===== src/sv/itp_pkg.sv =====
// Shared types, operator codes and character mapping for the infix-to-postfix converter.
// No dependencies; imported by itp_cell and infix_to_postfix_converter.
`default_nettype none

package itp_pkg;

	// Two-bit operator codes; bit 1 is the precedence (1 for * and /).
	typedef logic [1:0] op_code_t;

	localparam op_code_t OP_ADD = 2'd0;
	localparam op_code_t OP_SUB = 2'd1;
	localparam op_code_t OP_MUL = 2'd2;
	localparam op_code_t OP_DIV = 2'd3;

	localparam logic [7:0] CHAR_ADD = 8'h2B;
	localparam logic [7:0] CHAR_SUB = 8'h2D;
	localparam logic [7:0] CHAR_MUL = 8'h2A;
	localparam logic [7:0] CHAR_DIV = 8'h2F;

	// Shift command applied to every cell of the stack chain in the same cycle.
	typedef enum logic [1:0] {
		STK_HOLD,
		STK_PUSH,
		STK_POP
	} stk_cmd_t;

	typedef struct packed {
		logic     is_op;
		op_code_t code;
	} tok_class_t;

	function automatic tok_class_t classify(input logic [7:0] ch);
		tok_class_t t;
		t.is_op = 1'b1;
		t.code  = OP_ADD;
		unique case (ch)
			CHAR_ADD: t.code = OP_ADD;
			CHAR_SUB: t.code = OP_SUB;
			CHAR_MUL: t.code = OP_MUL;
			CHAR_DIV: t.code = OP_DIV;
			default:  t.is_op = 1'b0;
		endcase
		return t;
	endfunction

	function automatic logic [7:0] op_char(input op_code_t code);
		logic [7:0] c;
		unique case (code)
			OP_ADD:  c = CHAR_ADD;
			OP_SUB:  c = CHAR_SUB;
			OP_MUL:  c = CHAR_MUL;
			default: c = CHAR_DIV;
		endcase
		return c;
	endfunction

endpackage

`default_nettype wire


===== src/sv/itp_cell.sv =====
// One entry of the operator stack chain: holds a code and shifts with its neighbors.
// Depends on itp_pkg for the operator code and shift command types.
`default_nettype none

module itp_cell
	import itp_pkg::*;
(
	input  wire logic     clk,
	input  wire stk_cmd_t cmd,
	input  wire op_code_t upper_op,  // from the cell nearer the top, or the pushed code
	input  wire op_code_t lower_op,  // from the cell farther from the top
	output op_code_t      op_q
);

	// Payload only; occupancy is tracked by the count in the controller.
	always_ff @(posedge clk) begin
		unique case (cmd)
			STK_PUSH: op_q <= upper_op;
			STK_POP:  op_q <= lower_op;
			default:  op_q <= op_q;
		endcase
	end

endmodule

`default_nettype wire


===== src/sv/infix_to_postfix_converter.sv =====
// Top level of the infix-to-postfix converter: stream ports, control sequencer and a
// chain of itp_cell stack entries. Depends on itp_pkg and itp_cell.
//
//   Channel   Dir  Handshake               Payload
//   s_axis    in   s_axis_tvalid/tready    tdata[7:0] token_char, tlast end_of_expression
//   m_axis    out  m_axis_tvalid/tready    tdata[7:0] out_char, tlast last_of_run,
//                                          tuser[0] expression_done, tuser[1] overflow_seen
//
// An item is accepted only while the sequencer is idle and is then handled in ST_WORK; no
// new item is taken until it returns to idle. Each popped or flushed operator needs its own
// step, since the stack chain moves one entry per cycle and one result leaves per cycle.
// The output register lets the last result of an item wait while the next item is taken.
// Stalls on m_axis hold the sequencer only in cycles where it has a result to hand over.
// Reset (arst_n low) clears the sequencer, the stack count, the overflow flag and the
// output valid; the stack entries themselves are not reset.
`default_nettype none

module infix_to_postfix_converter
	import itp_pkg::*;
#(
	parameter int STACK_DEPTH = 32
) (
	input  wire logic       clk,
	input  wire logic       arst_n,
	input  wire logic       s_axis_tvalid,
	output logic            s_axis_tready,
	input  wire logic [7:0] s_axis_tdata,   // [7:0] token_char
	input  wire logic       s_axis_tlast,   // end_of_expression
	output logic            m_axis_tvalid,
	input  wire logic       m_axis_tready,
	output logic [7:0]      m_axis_tdata,   // [7:0] out_char
	output logic            m_axis_tlast,   // last_of_run
	output logic [1:0]      m_axis_tuser    // [0] expression_done, [1] overflow_seen
);

	localparam int CntW = $clog2(STACK_DEPTH + 1);
	localparam logic [CntW-1:0] CntFull = CntW'(STACK_DEPTH);
	localparam logic [CntW-1:0] CntOne  = CntW'(1);

	typedef enum logic [1:0] {
		ST_IDLE,
		ST_WORK,
		ST_FLUSH
	} state_t;

	state_t          state_q, state_d;
	logic [CntW-1:0] count_q, count_d;
	logic            flag_q, flag_d;

	// Item held while it is worked on.
	logic [7:0] ch_q;
	logic       eoe_q;
	tok_class_t tok_q;

	// Output register.
	logic       out_valid_q;
	logic [7:0] out_char_q;
	logic       out_last_q;
	logic       out_done_q;
	logic       out_ovf_q;

	// Result produced this cycle, if any.
	logic       emit;
	logic [7:0] emit_char;
	logic       emit_last;
	logic       emit_done;

	stk_cmd_t stk_cmd;
	op_code_t op_arr [STACK_DEPTH];

	logic out_free;
	logic in_xfer;
	logic pop_ok;
	logic next_pops;

	assign out_free = !out_valid_q || m_axis_tready;
	assign s_axis_tready = (state_q == ST_IDLE);
	assign in_xfer = s_axis_tvalid && s_axis_tready;

	// The top of the stack always sits in the first cell; the second cell tells whether
	// the pop after this one would also happen.
	assign pop_ok    = (count_q != '0) && (op_arr[0][1] >= tok_q.code[1]);
	assign next_pops = (count_q > CntOne) && (op_arr[1][1] >= tok_q.code[1]);

	// Stack chain: a push moves every entry one cell away from the top, a pop one cell
	// toward it.
	for (genvar i = 0; i < STACK_DEPTH; i++) begin : g_cell
		op_code_t upper;
		op_code_t lower;
		if (i == 0) begin : g_top
			assign upper = tok_q.code;
		end else begin : g_mid
			assign upper = op_arr[i-1];
		end
		if (i == STACK_DEPTH - 1) begin : g_bottom
			assign lower = op_arr[i];
		end else begin : g_inner
			assign lower = op_arr[i+1];
		end
		itp_cell u_cell (
			.clk      (clk),
			.cmd      (stk_cmd),
			.upper_op (upper),
			.lower_op (lower),
			.op_q     (op_arr[i])
		);
	end

	// Sequencer decisions for the current cycle.
	always_comb begin
		state_d   = state_q;
		count_d   = count_q;
		flag_d    = flag_q;
		stk_cmd   = STK_HOLD;
		emit      = 1'b0;
		emit_char = ch_q;
		emit_last = 1'b0;
		emit_done = 1'b0;
		unique case (state_q)
			ST_IDLE: begin
				if (in_xfer) begin
					state_d = ST_WORK;
				end
			end
			ST_WORK: begin
				if (!tok_q.is_op) begin
					// Operand: pass it straight through.
					if (out_free) begin
						emit      = 1'b1;
						emit_last = !eoe_q || (count_q == '0);
						emit_done = eoe_q && (count_q == '0);
						if (eoe_q && (count_q != '0)) begin
							state_d = ST_FLUSH;
						end else begin
							state_d = ST_IDLE;
							if (eoe_q) begin
								flag_d = 1'b0;
							end
						end
					end
				end else if (pop_ok) begin
					// Pop an operator of equal or higher precedence.
					if (out_free) begin
						emit      = 1'b1;
						emit_char = op_char(op_arr[0]);
						emit_last = !eoe_q && !next_pops;
						stk_cmd   = STK_POP;
						count_d   = count_q - CntOne;
					end
				end else begin
					// Push the operator, or drop it when the stack is full. A drop can only
					// follow an item that popped nothing, so earlier results are unaffected.
					if (count_q == CntFull) begin
						flag_d = 1'b1;
					end else begin
						stk_cmd = STK_PUSH;
						count_d = count_q + CntOne;
					end
					state_d = eoe_q ? ST_FLUSH : ST_IDLE;
				end
			end
			ST_FLUSH: begin
				if (out_free) begin
					emit      = 1'b1;
					emit_char = op_char(op_arr[0]);
					emit_last = (count_q == CntOne);
					emit_done = (count_q == CntOne);
					stk_cmd   = STK_POP;
					count_d   = count_q - CntOne;
					if (count_q == CntOne) begin
						state_d = ST_IDLE;
						flag_d  = 1'b0;
					end
				end
			end
			default: begin
				state_d = ST_IDLE;
			end
		endcase
	end

	always_ff @(posedge clk or negedge arst_n) begin
		if (!arst_n) begin
			state_q     <= ST_IDLE;
			count_q     <= '0;
			flag_q      <= 1'b0;
			out_valid_q <= 1'b0;
		end else begin
			state_q <= state_d;
			count_q <= count_d;
			flag_q  <= flag_d;
			if (emit) begin
				out_valid_q <= 1'b1;
			end else if (m_axis_tready) begin
				out_valid_q <= 1'b0;
			end
		end
	end

	// Payload registers.
	always_ff @(posedge clk) begin
		if (in_xfer) begin
			ch_q  <= s_axis_tdata;
			eoe_q <= s_axis_tlast;
			tok_q <= classify(s_axis_tdata);
		end
		if (emit) begin
			out_char_q <= emit_char;
			out_last_q <= emit_last;
			out_done_q <= emit_done;
			out_ovf_q  <= flag_q;
		end
	end

	assign m_axis_tvalid = out_valid_q;
	assign m_axis_tdata  = out_char_q;
	assign m_axis_tlast  = out_last_q;
	assign m_axis_tuser  = {out_ovf_q, out_done_q};

	// The stack count never passes the depth.
	a_count_range: assert property (@(posedge clk) disable iff (!arst_n)
		count_q <= CntFull)
		else $error("stack count above depth");

	// A flush only runs while operators remain on the stack.
	a_flush_nonempty: assert property (@(posedge clk) disable iff (!arst_n)
		(state_q == ST_FLUSH) |-> (count_q != '0))
		else $error("flush with empty stack");

	// The end of an expression always closes the run of its item.
	a_done_is_last: assert property (@(posedge clk) disable iff (!arst_n)
		(emit && emit_done) |-> emit_last)
		else $error("expression end not marked as last of run");

	// After the final result of an expression the overflow flag is clear and the
	// stack is empty.
	a_end_clears: assert property (@(posedge clk) disable iff (!arst_n)
		(emit && emit_done) |=> (!flag_q && (count_q == '0)))
		else $error("state not cleared at expression end");

endmodule

`default_nettype wire


===== config.mk =====
export PLATFORM = sky130hd
export DESIGN_NAME = infix_to_postfix_converter
export DESIGN_NICKNAME = d
export VERILOG_FILES = /design/src/sv/itp_pkg.sv /design/src/sv/itp_cell.sv /design/src/sv/infix_to_postfix_converter.sv
export SDC_FILE = /design/constraint.sdc
export NUM_CORES = 1
export LEC_CHECK = 0
export BUFFER_PORTS_ARGS = -buffer_cell sky130_fd_sc_hd__clkbuf_2
export CAP_MARGIN = 20
export CORE_ASPECT_RATIO = 1.1
export CORE_UTILIZATION = 62
export CTS_CLUSTER_DIAMETER = 30
export CTS_CLUSTER_SIZE = 12
export DETAILED_ROUTE_END_ITERATION = 10
export HOLD_SLACK_MARGIN = 0.08
export PLACE_DENSITY_LB_ADDON = 0.12
export SYNTH_ARGS = -nofsm -noshare
export SYNTH_HDL_FRONTEND = slang
export SYNTH_HIERARCHICAL = 1
export SYNTH_SLANG_ARGS = --single-unit

===== constraint.sdc =====
create_clock -name clk -period 4.2 [get_ports clk]
set_clock_uncertainty 0.2 [all_clocks]
set_input_delay 0.21 -clock clk [delete_from_list [all_inputs] [get_ports clk]]
set_output_delay 0.21 -clock clk [all_outputs]
set_load 0.02 [all_outputs]

==> metrics.txt <==
# TYPE chip_impl_metric gauge
chip_impl_metric{name="cts-htree-levels",unit=""} 3
chip_impl_metric{name="num_io_pins",unit=""} 26
chip_impl_metric{name="placement.cell_area",unit="mm2"} 0.00555
chip_impl_info{name="cell_with_the_most_instances_after_synthesis",value="edfxtp_1"} 1
chip_impl_metric{name="post_synth_xor_area_fraction",unit="%"} 0.329
chip_impl_metric{name="detail-route-antenna-nets",unit=""} 0
chip_impl_metric{name="synth_edf_count",unit=""} 87
chip_impl_metric{name="cts.reportedPaths.clkPinSlew",unit="ns"} 0.09
chip_impl_metric{name="clockBufferDepth",unit=""} 2
chip_impl_metric{name="number_of_instances_in_the_placed_design",unit=""} 554
chip_impl_metric{name="initial_core_utilization",unit="%"} 63.6
chip_impl_metric{name="multi_input_area",unit="mm2"} 0.00209
chip_impl_metric{name="post-dp-hpwl",unit="um"} 6920
chip_impl_metric{name="groute.usage.overall",unit="%"} 22.9
chip_impl_metric{name="max_freq",unit="MHz"} 313
chip_impl_metric{name="drtPass1Iterations",unit=""} 4
chip_impl_metric{name="finalInstanceArea",unit="mm2"} 0.00586
chip_impl_metric{name="pre_cts_slack",unit="ns"} 1.09
chip_impl_metric{name="placementRows",unit=""} 35
chip_impl_metric{name="synth_area_per_cell",unit="um2"} 12.4
chip_impl_info{name="critPathCaptureType",value="flop"} 1
chip_impl_metric{name="arrival",unit="ns"} 3.09
chip_impl_metric{name="syn-cell-area",unit="mm2"} 0.00532
chip_impl_metric{name="sequential_to_total_area_share_from_yosys_stat",unit="%"} 53.8
chip_impl_metric{name="drive_above_1_share",unit="%"} 24.0
chip_impl_metric{name="drt_drc_violations_left",unit=""} 0
chip_impl_metric{name="power-per-cell-area",unit="mW/mm2"} 634
chip_impl_metric{name="clk-insertion-delay-late",unit="ns"} 0.35
chip_impl_metric{name="finalWeightedCongestion",unit=""} 0.835
chip_impl_info{name="min-delay-path-class",value="in2reg"} 1
chip_impl_info{name="ys_top_cells_by_count",value="edfxtp_1, inv_1, mux2_2"} 1
chip_impl_info{name="netlist_top_cells_area",value="edfxtp_1, mux2_2, ha_1"} 1
chip_impl_info{name="synthFlopType",value="edfxtp_1"} 1
chip_impl_metric{name="synth-adder-area-share",unit="%"} 9.17
chip_impl_metric{name="area_used_by_sequential_logic_in_the_layout",unit="mm2"} 0.00286
chip_impl_metric{name="grt_start_max_net_pins",unit=""} 33
chip_impl_metric{name="relative_slew_margins",unit="%"} 45.9
chip_impl_metric{name="fin_tns_setup",unit="ns"} 0
chip_impl_metric{name="detail_route.vias_per_cell",unit=""} 5.68
chip_impl_metric{name="hold-worst-slack",unit="ns"} 0.278
chip_impl_metric{name="post_cts_resized",unit=""} 0
chip_impl_metric{name="die-area",unit="mm2"} 0.00896
chip_impl_metric{name="hold_violations",unit=""} 0
chip_impl_metric{name="tritoncts_num_sinks",unit=""} 97
chip_impl_metric{name="cts_hold_repair.buffers",unit=""} 12
chip_impl_metric{name="synth.mux.area_fraction",unit="%"} 14.3
chip_impl_metric{name="wire_per_inst",unit="um"} 16.7
chip_impl_metric{name="synth_nets",unit=""} 480
chip_impl_metric{name="post_synth_inst_count",unit=""} 428
chip_impl_info{name="tritoncts",value="done"} 1
chip_impl_metric{name="synth_compound_gate_area_share",unit="%"} 7.50
chip_impl_info{name="synthDominantAreaCellType",value="edfxtp_1"} 1
chip_impl_metric{name="path_max_fanout",unit=""} 32
chip_impl_metric{name="first_pass_grt_wire_length",unit="um"} 16000
chip_impl_metric{name="setup_viol",unit=""} 0
chip_impl_metric{name="power.ir.vdd_worst",unit="mV"} 0.306
chip_impl_metric{name="insertedDiodeCount",unit=""} 0
chip_impl_metric{name="min_period_over_period",unit="%"} 76.0
chip_impl_metric{name="num_vias",unit=""} 3304
chip_impl_metric{name="synth-warning-count",unit=""} 6
chip_impl_metric{name="buffer_ports.inserted",unit=""} 25
chip_impl_info{name="cts_root_buf",value="clkbuf_8"} 1
chip_impl_metric{name="fillers",unit=""} 592
chip_impl_metric{name="post-cts-setup-buffers",unit=""} 0
chip_impl_info{name="crit_path_start_kind",value="flop"} 1
chip_impl_info{name="rsz0062_at_grt",value="false"} 1
chip_impl_metric{name="postSynth.asyncResetShare",unit="%"} 10.3
chip_impl_metric{name="worstPathRequired",unit="ns"} 4.10
chip_impl_metric{name="detail_route.wirelength",unit="um"} 9710
chip_impl_metric{name="synth_simple_gate_area_share",unit="%"} 7.92
chip_impl_metric{name="synth.top_cell.area_share",unit="%"} 49.1
chip_impl_metric{name="fp.dieH",unit="um"} 99.2
chip_impl_metric{name="timing_max_transition_violations_final",unit=""} 0
chip_impl_metric{name="final.min_clock_period",unit="ns"} 3.19
chip_impl_info{name="synth_top_family_by_area",value="multiplexers"} 1
chip_impl_metric{name="drv_cap",unit=""} 0
chip_impl_metric{name="synth.distinct_cells",unit=""} 55
chip_impl_metric{name="layout-area-overhead-vs-synth",unit="%"} 10.2
chip_impl_info{name="run_status",value="completed"} 1
chip_impl_metric{name="die_w",unit="um"} 90.3
chip_impl_metric{name="ff2ff_path_depth",unit=""} 10
chip_impl_metric{name="num-nets-final",unit=""} 518
chip_impl_metric{name="tightestPinTransition",unit="ns"} 0.810
chip_impl_metric{name="placeableCoreArea",unit="mm2"} 0.00836
chip_impl_metric{name="cts_made_buffers",unit=""} 9
chip_impl_metric{name="vias_in_the_first_global_route",unit=""} 3403
chip_impl_metric{name="yosys_register_bits",unit=""} 97
chip_impl_metric{name="global_route.overflow_total",unit=""} 0
chip_impl_metric{name="leakage",unit="nW"} 2.37
chip_impl_info{name="kind_of_critical_path",value="reg2reg"} 1
chip_impl_metric{name="timing.hold.worst_path_depth",unit=""} 4
chip_impl_metric{name="layoutNonFillerInstCount",unit=""} 582
chip_impl_metric{name="number_of_antenna_violations_at_the_first_check_in_global_routing",unit=""} 0
chip_impl_metric{name="first_drt_iteration_drcs",unit=""} 137
chip_impl_metric{name="final.setup.worst_slack",unit="ns"} 1.01
==> cell usage in the layout, fill, tap and decap left out, types with 3 or more instances in the layout <==
| cell type | instances |
|---|---|
| inv_1 | 80 |
| nand2_1 | 18 |
| nor3_1 | 6 |
| clkbuf_2 | 25 |
| ha_1 | 39 |
| dfrtp_1 | 10 |
| o21ai_0 | 3 |
| mux2_2 | 65 |
| a211oi_1 | 3 |
| a31oi_1 | 4 |
| buf_4 | 4 |
| edfxtp_1 | 87 |
| nor2_1 | 10 |
| nor2b_1 | 4 |
| o2111ai_1 | 3 |
| nand3_1 | 13 |
| or3_1 | 3 |
| nand2b_1 | 5 |
| mux2i_1 | 3 |
| o211ai_1 | 5 |
| and2_1 | 5 |
| clkbuf_8 | 9 |
| dlygate4sd3_1 | 12 |
| a21oi_1 | 7 |
==> cell type report <==
class	count	share of cell area, %
clock buffer	11	2.24
clock inverter	5	1.09
inverter	80	5.12
multi-input combinational	237	35.7
sequential	97	48.8
tap	111	2.37
timing repair buffer	41	4.69
==> worst max-delay path, cell delays in order, from the launching register on <==
cell and delay (ns):
dfrtp_1 0.39, inv_1 0.10, ha_1 0.43, nand2_1 0.16, a211oi_1 0.19, buf_4 0.20
o21bai_1 0.15, inv_1 0.10, buf_4 0.37, ha_1 0.28, mux2_2 0.35
==> kinds of logic after synthesis <==
group,Yosys count
flops,97
fa+ha+maj,39
buf+inv,94
compound gates,51
xor+xnor,2
simple gates,77
mux,68
==> path summary, 6_finish.rpt <==
check                         startpoint                         to  slack [ns]
setup / recovery              state_q[1]  g_cell[17].u_cell/op_q[0]        1.01
hold / removal             m_axis_tready            m_axis_tdata[1]        0.28
setup reg to reg              state_q[1]  g_cell[17].u_cell/op_q[0]        1.01
hold reg to reg                   flag_q                  out_ovf_q        0.32
max in group asynchronous         arst_n                 state_q[1]        2.75
min in group asynchronous         arst_n                 count_q[2]        0.71
==> layer usage <==
metal	share of wire, %	wire (um)	vias up	GRT usage [%]
li1	-	-	1622	-
met1	42	4080	1599	26.7
met2	53	5190	71	43.2
met3	3.2	314	12	3.59
met4	1.2	118	0	7.57
met5	0	0	-	0
==> report_power, final <==
part	total, W	switching, W	leakage, nW	internal (W)
clock network	0.000609	0.000327	0.0945	0.000282
logic	0.00139	0.000762	1.36	0.000625
registers	0.00173	0.000213	0.911	0.00151
==> sequential cells by signal (all words and copies together), names as in the netlist <==
name / flops
state_q: 2
tok_q: 1
g_cell.u_cell/op_q: 64
g_cell.upper: 2
m_axis_tdata: 8
eoe_q: 1
flag_q: 1
m_axis_tvalid: 1
ch_q: 8
count_q: 6
out_done_q: 1
m_axis_tlast: 1
out_ovf_q: 1
==> through the flow <==
step | utilization [%] | power, W
final | 70.1 | 0.00372
after detailed placement | 66.3 | 0.00312
after CTS | 70.1 | 0.00374
after floorplan | - | 0.00275
after global placement | 66.3 | 0.00304
after global routing | 70.1 | 0.00395
(Power assumes the default switching activity.)
